### src/rtl/bbc_pkg.sv
// ----------------------------------------------------------------------------
// bbc_pkg: shared types and constants of the block buffer cache tag manager
// Request, scan carry and update word formats used along the cell chain.
// ----------------------------------------------------------------------------
`timescale 1ns / 1ps
`default_nettype none
package bbc_pkg;

  localparam int SLOT_MAX_W = 10;   // enough for 1024 slots
  localparam int REFS_W     = 16;
  localparam int STAMP_W    = 32;
  localparam logic [REFS_W-1:0] REFS_MAX = '1;

  typedef logic [SLOT_MAX_W-1:0] slot_t;

  localparam logic [2:0] ST_HIT       = 3'd0;
  localparam logic [2:0] ST_FETCH     = 3'd1;
  localparam logic [2:0] ST_ZERO      = 3'd2;
  localparam logic [2:0] ST_NOADDR    = 3'd3;
  localparam logic [2:0] ST_EXHAUSTED = 3'd4;
  localparam logic [2:0] ST_HELD      = 3'd5;
  localparam logic [2:0] ST_RELEASED  = 3'd6;
  localparam logic [2:0] ST_BADPUT    = 3'd7;

  localparam logic CMD_GET = 1'b0;
  localparam logic CMD_PUT = 1'b1;

  typedef enum logic [1:0] {
    OP_INC  = 2'd0,
    OP_DEC  = 2'd1,
    OP_FILL = 2'd2
  } upd_op_t;

  // request held steady while the scan wave runs down the chain
  typedef struct packed {
    logic        cmd;
    logic [31:0] inode;
    logic [31:0] index;
    logic [5:0]  rslot;
  } req_t;

  // running search results handed from cell to cell
  typedef struct packed {
    logic               vld;
    logic               hit;
    slot_t              hit_idx;
    logic               free;
    slot_t              free_idx;
    logic               cand;
    logic [STAMP_W-1:0] best_stamp;
    slot_t              best_idx;
    logic               sel_valid;
    logic [REFS_W-1:0]  sel_refs;
  } carry_t;

  typedef struct packed {
    logic               en;
    upd_op_t            op;
    slot_t              idx;
    logic [31:0]        inode;
    logic [31:0]        index;
    logic [STAMP_W-1:0] stamp;
  } upd_t;

endpackage
`default_nettype wire

### src/rtl/bbc_cell.sv
// ----------------------------------------------------------------------------
// bbc_cell: one buffer slot of the tag manager
// Holds the slot's tag, count and release stamp; folds itself into the
// search word passing by and applies updates addressed to it.
// ----------------------------------------------------------------------------
`timescale 1ns / 1ps
`default_nettype none
module bbc_cell
  import bbc_pkg::*;
#(
  parameter int CELL_ID = 0
) (
  input  wire    clk,
  input  wire    rst,
  input  req_t   req,
  input  upd_t   upd,
  input  carry_t cin,
  output carry_t cout
);

  localparam slot_t MY_ID = slot_t'(CELL_ID);

  logic               valid;
  logic [31:0]        tag_inode;
  logic [31:0]        tag_index;
  logic [REFS_W-1:0]  refs;
  logic [STAMP_W-1:0] stamp;
  carry_t             cout_next;
  logic               me;

  assign me = upd.en && (upd.idx == MY_ID);

  always_comb begin
    cout_next = cin;
    if (!cin.hit && valid && tag_inode == req.inode && tag_index == req.index) begin
      cout_next.hit     = 1'b1;
      cout_next.hit_idx = MY_ID;
    end
    if (!cin.free && !valid) begin
      cout_next.free     = 1'b1;
      cout_next.free_idx = MY_ID;
    end
    // strict less keeps the lowest slot on a tie
    if (valid && refs == '0 && (!cin.cand || stamp < cin.best_stamp)) begin
      cout_next.cand       = 1'b1;
      cout_next.best_stamp = stamp;
      cout_next.best_idx   = MY_ID;
    end
    if (MY_ID == slot_t'(req.rslot)) begin
      cout_next.sel_valid = valid;
      cout_next.sel_refs  = refs;
    end
  end

  always_ff @(posedge clk) begin
    if (rst) begin
      cout <= '0;
    end else begin
      cout <= cin.vld ? cout_next : '0;
    end
  end

  always_ff @(posedge clk) begin
    if (rst) begin
      valid <= 1'b0;
      refs  <= '0;
      stamp <= '0;
    end else if (me) begin
      unique case (upd.op)
        OP_INC: begin
          if (refs != REFS_MAX) refs <= refs + REFS_W'(1);
        end
        OP_DEC: begin
          refs <= refs - REFS_W'(1);
          if (refs == REFS_W'(1)) stamp <= upd.stamp;
        end
        OP_FILL: begin
          valid <= 1'b1;
          refs  <= REFS_W'(1);
        end
        default: ;
      endcase
    end
  end

  always_ff @(posedge clk) begin
    if (me && upd.op == OP_FILL) begin
      tag_inode <= upd.inode;
      tag_index <= upd.index;
    end
  end

endmodule
`default_nettype wire

### config.mk
export PLATFORM = sky130hd
export DESIGN_NAME = bbc_cell
export DESIGN_NICKNAME = d
export VERILOG_FILES = /design/src/rtl/bbc_pkg.sv /design/src/rtl/bbc_cell.sv
export SDC_FILE = /design/constraint.sdc
export NUM_CORES = 1
export LEC_CHECK = 0
export BUFFER_PORTS_ARGS = -buffer_cell sky130_fd_sc_hd__buf_2
export CAP_MARGIN = 20
export CORE_ASPECT_RATIO = 0.75
export CORE_UTILIZATION = 49
export CTS_CLUSTER_DIAMETER = 50
export CTS_CLUSTER_SIZE = 14
export DETAILED_ROUTE_END_ITERATION = 10
export PLACE_DENSITY = 0.89
export SKIP_LAST_GASP = 1
export SYNTH_ARGS = -nofsm -noshare
export SYNTH_HDL_FRONTEND = slang
export SYNTH_SLANG_ARGS = --single-unit
export TNS_END_PERCENT = 100
### constraint.sdc
create_clock -name clk -period 3.4 [get_ports clk]
set_input_delay 0.17 -clock clk [delete_from_list [all_inputs] [get_ports clk]]
set_output_delay 0.17 -clock clk [all_outputs]
set_load 0.03 [all_outputs]
==> impl_metrics.toml, run 1 <==
[routing]
remaining_drc_errors = 0
routed_via_density = 5.63
vias = 9013
wl_per_cell_um = 19.6
drtAntennaViolNets = 0
drtIter0Drc = 954
dr.pass1.iters = 7
routed_wl_um = 31400

[synthesis]
syn_area_mm2 = 0.00861
synth-simple-area-share_pct = 16.4
synth-seq-area-share_pct = 53.0
synth_flop_cell = "dfxtp_1"
muxShareOfSynthArea_pct = 1.39
ys_ff_latch = 196
synth_fa_ha_area_share_pct = 5.52
synth-xor-area-share_pct = 5.29
synth_top_cell_area_share_pct = 30.7
synthTopCellsByCount = "dfxtp_1, a21oi_1, nand2_1"
synth_cell_type_count = 64
synth_compound_area_share_pct = 13.8
synthCells = 876
synthesis.area_per_instance_um2 = 9.83
synth_top_family_by_area = "simple AND/OR/NAND/NOR gates"
synth_nets = 1179
synth_largest_area_cell = "dfxtp_1"
synth_edf_count = 64
yosys_warnings = 0
synthTopCellsByArea = "dfxtp_1, edfxtp_1, a21oi_1"
ys_async_sr_fraction_pct = 0
yosysMostFrequentCell = "dfxtp_1"

[sta]
fin_crit_ns = 3.22
fin_crit_sh_pct = 94.8
fin_skew_ns = 0.0192
relSlewSlack_pct = 28.3
hold_viol = 0
layout_setup_ws_ns = 0.178
worst_slew_pin_slew_ns = 1.07
max_clock_freq_ghz = 0.310
holdWs_ns = 0.0152
rsz0062_at_grt = "no"
setup_viol = 0
tns_ns = 0
maxSlewViolCount = 0

[placed_design]
pre_cts_ws_ns = 0.466
port_buffers = 346
dp_hpwl_um = 19500
place.gp.congestion = 0.936
placed_cell_area_mm2 = 0.0106

[power]
powerDensity_mw_per_mm2 = 416
peakVddDrop_mv = 0.300
p_leak_nw = 5.63

[worst_setup_path]
rr_worst_depth = 8
critPathKind = "reg -> reg"
ff2ff_setup_slack_ns = 0.18
end_kind = "flop"
worstPathCellList = "ha_1, nand4_1, or4_1, nor3_1, a22o_1, buf_4, o21ai_0, a21oi_1"
reg2reg_from = "stamp[29]"
r2r-end = "cout[56]"
crit_buf_inv = 1
critPathSlowestCell = "or4_1"
cpPeakStageDelay_ns = 0.67
critPathRequiredTime_ns = 3.73
path_delay_family = "simple AND/OR/NAND/NOR gates"
critPathLaunchType = "flop"
crit_fanout = 22
arrival_ns = 3.55

[clock_network]
clk_pin_slew_ns = 0.07
root_buffer = "clkbuf_16"
cts_tree = "yes"
post_cts_buffers = 0
cts.sinks = 196
clk_latency_ns = 0.43
htreeDepth = 4
numCtsBuffers = 17
cts.path.max_buffers = 2

[grt]
grtUsageTotal_pct = 34.3
antenna_found_initial = 3
grt_pass1_vias = 8932
grt_pass1_wl_um = 47200
grt_max_degree = 51
grt-ovfl-total = 0

[floorplanning]
initial_utilization_pct = 50.7
die_area_mm2 = 0.0181
core_area_mm2 = 0.0170
die_x_um = 155
die_h_um = 117
rows = 41
io_pins = 348

[finish]
fin_util_pct = 74.3
fin_nets = 1652
fillers = 1089
drive_gt1_share_pct = 29.3
area_growth_syn_to_layout_pct = 46.4
fin_area_mm2 = 0.0126

[status]
outcome = "finished, final reports clean"

[min_path]
hp-start = "upd[23]"
holdPathEnd = "stamp[23]"
hold_depth = 3
hold_path_class = "in -> reg"

[job]
max_cap_viol_count = 0
## per-layer routing
| metal | share of wire, % | routed length, um | GRT usage, % |
|---|---|---|---|
| met5 | 0 | 0 | 0 |
| met4 | 5.2 | 1630 | 20.1 |
| met3 | 9.4 | 2940 | 7.44 |
| met2 | 48 | 15200 | 58.8 |
| met1 | 37 | 11600 | 40.5 |
## kinds of logic after synthesis
group / Yosys count
fa+ha+maj: 38
simple gates: 279
mux: 12
compound gates: 199
flops: 196
xor+xnor: 52
buf+inv: 100
## how the worst max path moves through the flow
stage,from,endpoint,cells past startpoint
6_report,stamp[29],cout[56],8
5_1_grt,stamp[29],cout[56],8
4_1_cts,stamp[29],cout[56],8
3_5_place_dp,stamp[29],cout[56],8
3_3_place_gp,cin[58],cout[29],8
2_1_floorplan,upd[98],tag_index[0],3
## sequential cells by signal (all words and copies together) (netlist names)
| register | cells |
|---|---|
| cout | 83 |
| refs | 16 |
| stamp | 32 |
| tag_index | 32 |
| tag_inode | 32 |
| valid | 1 |
## worst min-delay path, cell delays in order
cell	delay, ns
buf_2	0.11
nand2_1	0.05
a21oi_1	0.06
## area by class of cell
type / instances / area (um2) / share of cell area [%]
timing repair buffer: 496 / 3240 / 25.7
inverter: 58 / 218 / 1.73
clock buffer: 23 / 488 / 3.87
multi-input combinational: 580 / 3660 / 29.1
tap: 236 / 295 / 2.34
sequential: 196 / 4560 / 36.2
antenna: 2 / 5.00 / 0.0397
clock inverter: 9 / 139 / 1.10
## layout by cell type, fill, tap and decap left out, types with 13 or more instances in the layout
cell / synthesis / layout
a21oi_1: 96 / 96
and2_1: 25 / 24
buf_2: 9 / 346
clkbuf_16: 0 / 17
dfxtp_1: 132 / 132
dlygate4sd3_1: 0 / 138
edfxtp_1: 64 / 64
ha_1: 38 / 38
inv_1: 58 / 58
nand2_1: 81 / 81
nand3_1: 45 / 45
nand4_1: 21 / 21
nor2_1: 42 / 42
nor3_1: 13 / 13
o21ai_0: 35 / 35
xnor2_1: 51 / 51
## what timing repair did
item | in CTS | in global routing
endpoints found under the setup margin | 0 | 0
hold endpoints to repair | 138 | 0
gates resized for setup | 0 | 0
hold buffers | 138 | 0
## stage by stage
step,power (W),cells
after global routing,0.00539,1600
final,0.00524,1600
after global placement,0.00297,1427
after CTS,0.00521,1598
after floorplan,0.00274,876
after detailed placement,0.00298,1428
## power breakdown
part | leakage (nW) | switching [W] | internal [W]
combinational | 3.67 | 0.000315 | 0.000313
clock | 0.309 | 0.000903 | 0.00125
sequential | 1.65 | 0.0000126 | 0.00245
total | 5.63 | 0.00123 | 0.00401
(Power assumes the default switching activity.)
==> run 2: changes to the inputs <==
--- a/config.mk
+++ b/config.mk
@@ -9,4 +9,6 @@
 export CAP_MARGIN = 20
+export CELL_PAD_IN_SITES_DETAIL_PLACEMENT = 0
+export CELL_PAD_IN_SITES_GLOBAL_PLACEMENT = 1
 export CORE_ASPECT_RATIO = 0.75
-export CORE_UTILIZATION = 49
+export CORE_UTILIZATION = 36
 export CTS_CLUSTER_DIAMETER = 50
==> constraint.sdc (replaced) <==
create_clock -name clk -period 3.6 [get_ports clk]
set_input_delay 0.72 -clock clk [delete_from_list [all_inputs] [get_ports clk]]
set_output_delay 0.72 -clock clk [all_outputs]
set_load 0.03 [all_outputs]
==> run 2 against run 1 <==
Net effect:
- sequential share of layout area is 4.0 points higher
- flip-flop and latch count unchanged
- critical endpoint is now cout[22]
- combinational power is 28% lower
- clock skew shrank 0.0048 ns
- via count fell by 14%
- largest cell class unchanged
- clock power shrank 7%
- register-to-register slack better by 0.56 ns
- hold slack improved by 0.44 ns
- total power decreased by 8.8%
- worst setup slack improved by 0.48 ns
- first-iteration DRC count shrank 49%
==> impl_metrics.toml, run 2 (synthesis results as in run 1) <==
[power]
peakVddDrop_mv = 0.311
p_seq_share_pct = 48.6
p_sw_share_pct = 24.3
powerDensity_mw_per_mm2 = 421
p_int_w = 0.00362
p_leak_nw = 5.07
p_clk_share_pct = 42.0
p_switching_w = 0.00116
p_comb_share_pct = 9.4

[sta]
layout_setup_ws_ns = 0.655
hold_viol = 0
setup_viol = 0
tns_ns = 0
relSlewSlack_pct = 54.5
rsz0062_at_grt = "no"
fin_skew_ns = 0.0144
maxSlewViolCount = 0
fin_crit_ns = 2.95
fin_crit_sh_pct = 81.8
worst_slew_pin_slew_ns = 0.680
max_clock_freq_ghz = 0.340

[worst_setup_path]
cp-startpoint = "cin[36]"
crit_buf_inv = 3
worstPathCellList = "buf_2, inv_1, ha_1, a21o_1, a221o_1, a221oi_1, buf_4, o311a_1, nand2_1, and3_1"
critPathKind = "in -> reg"
arrival_ns = 3.27
cpPeakStageDelay_ns = 0.51
path_delay_family = "compound AO/OA/AOI/OAI gates"
critPathRequiredTime_ns = 3.92
crit_fanout = 12
critPathSlowestCell = "o311a_1"
end_kind = "flop"
reg2reg_from = "stamp[9]"
critPathLaunchType = "primary input"

[finish]
fillers = 2212
fin_area_mm2 = 0.0113
largest_register_ff_count = 83
area_growth_syn_to_layout_pct = 31.7
fin_nets = 1523
drive_gt1_share_pct = 32.9
layout_common_cells = "buf_2, dfxtp_1, a21oi_1"
largest_register = "cout"
fin_util_pct = 48.8
final_common_cell = "buf_2"

[floorplanning]
rows = 48
core_area_mm2 = 0.0232
die_h_um = 136
initial_utilization_pct = 37.1
die_area_mm2 = 0.0246
die_x_um = 181
io_pins = 348

[placed_design]
placed_cell_area_mm2 = 0.0107
port_buffers = 346
place.gp.congestion = 0.891
dp_hpwl_um = 20000
pre_cts_ws_ns = 0.225

[grt]
antenna_found_initial = 2
grt_max_degree = 50
grt_pass1_wl_um = 40000
use_met1_pct = 28.3
grtUsageTotal_pct = 21.2
grtUsageMet2_pct = 34.3
grt_pass1_vias = 7437
grt-ovfl-total = 0
top_usage_layer = "met2"
grt_use_met3_pct = 3.51

[min_path]
hp-start = "upd[43]"
hold_path_class = "in -> reg"

[job]
max_cap_viol_count = 0

[clock_network]
clk_pin_slew_ns = 0.08
holdBufCountCts = 0
htreeDepth = 4
cts.sinks = 196
cts.path.max_buffers = 2
post_cts_buffers = 0
root_buffer = "clkbuf_16"
clk_latency_ns = 0.44
numCtsBuffers = 17
post_cts_resized = 0
cts_tree = "yes"

[routing]
vias = 7787
dr.pass1.iters = 5
remaining_drc_errors = 0
routed_wl_um = 26400
drtAntennaViolNets = 0
routed_via_density = 5.07
drtIter0Drc = 484
wl_per_cell_um = 17.2

[status]
outcome = "finished, final reports clean"
## run 2: cell count changes in the layout (fill, tap and decap cells not counted), sizes merged
| cell | before | now |
|---|---|---|
| buf | 358 | 367 |
| clkbuf | 23 | 19 |
| clkinv | 3 | 2 |
| clkinvlp | 0 | 2 |
| dlygate4sd3 | 138 | 0 |
| inv | 61 | 64 |
## run 2: cell type report
cell class | instances | area, um2 | share of cell area (%)
inverter | 58 | 218 | 1.92
clock buffer | 19 | 433 | 3.82
timing repair buffer | 367 | 1910 | 16.9
sequential | 196 | 4560 | 40.2
clock inverter | 13 | 170 | 1.50
multi-input combinational | 580 | 3660 | 32.3
antenna | 2 | 5.00 | 0.0441
tap | 300 | 375 | 3.31
## run 2: power groups by stage
stage                     clock network (W)  registers (W)  logic [W]
final                               0.00201        0.00232   0.000452
after global routing                0.00213        0.00232   0.000489
after CTS                           0.00205        0.00232   0.000451
after detailed placement                  0        0.00237   0.000448
after global placement                    0        0.00237   0.000440
after floorplan                           0        0.00245   0.000140
## run 2: worst reg2reg max path, stage by stage (launching register included)
cell      delay, ns
dfxtp_1        0.33
ha_1           0.30
a21o_1         0.17
a221o_1        0.34
a221oi_1       0.33
buf_4          0.20
o311a_1        0.51
nand2_1        0.31
and3_1         0.28
## run 2: path summary, 6_finish.rpt
path,slack [ns],cells past startpoint,endpoint
worst max-delay path,0.65,10,cout[22]
worst min-delay path,0.45,1,tag_index[11]
worst max register to register,0.74,8,cout[22]
worst min register to register,0.47,2,stamp[0]
## run 2: routing by layer
layer | part of all wire [%] | vias to the layer above
met5 | 0 | -
met4 | 2.3 | 0
met3 | 6.3 | 40
met2 | 47 | 323
met1 | 44 | 3632
li1 | - | 3792
## run 2: per-stage QoR
stage                     std cells  hold WS [ns]  total power (W)
after floorplan                 876         0.440          0.00259
after global placement         1501         0.449          0.00281
after detailed placement       1501         0.452          0.00282
after CTS                      1533         0.432          0.00482
after global routing           1535         0.431          0.00495
final                          1535         0.453          0.00478
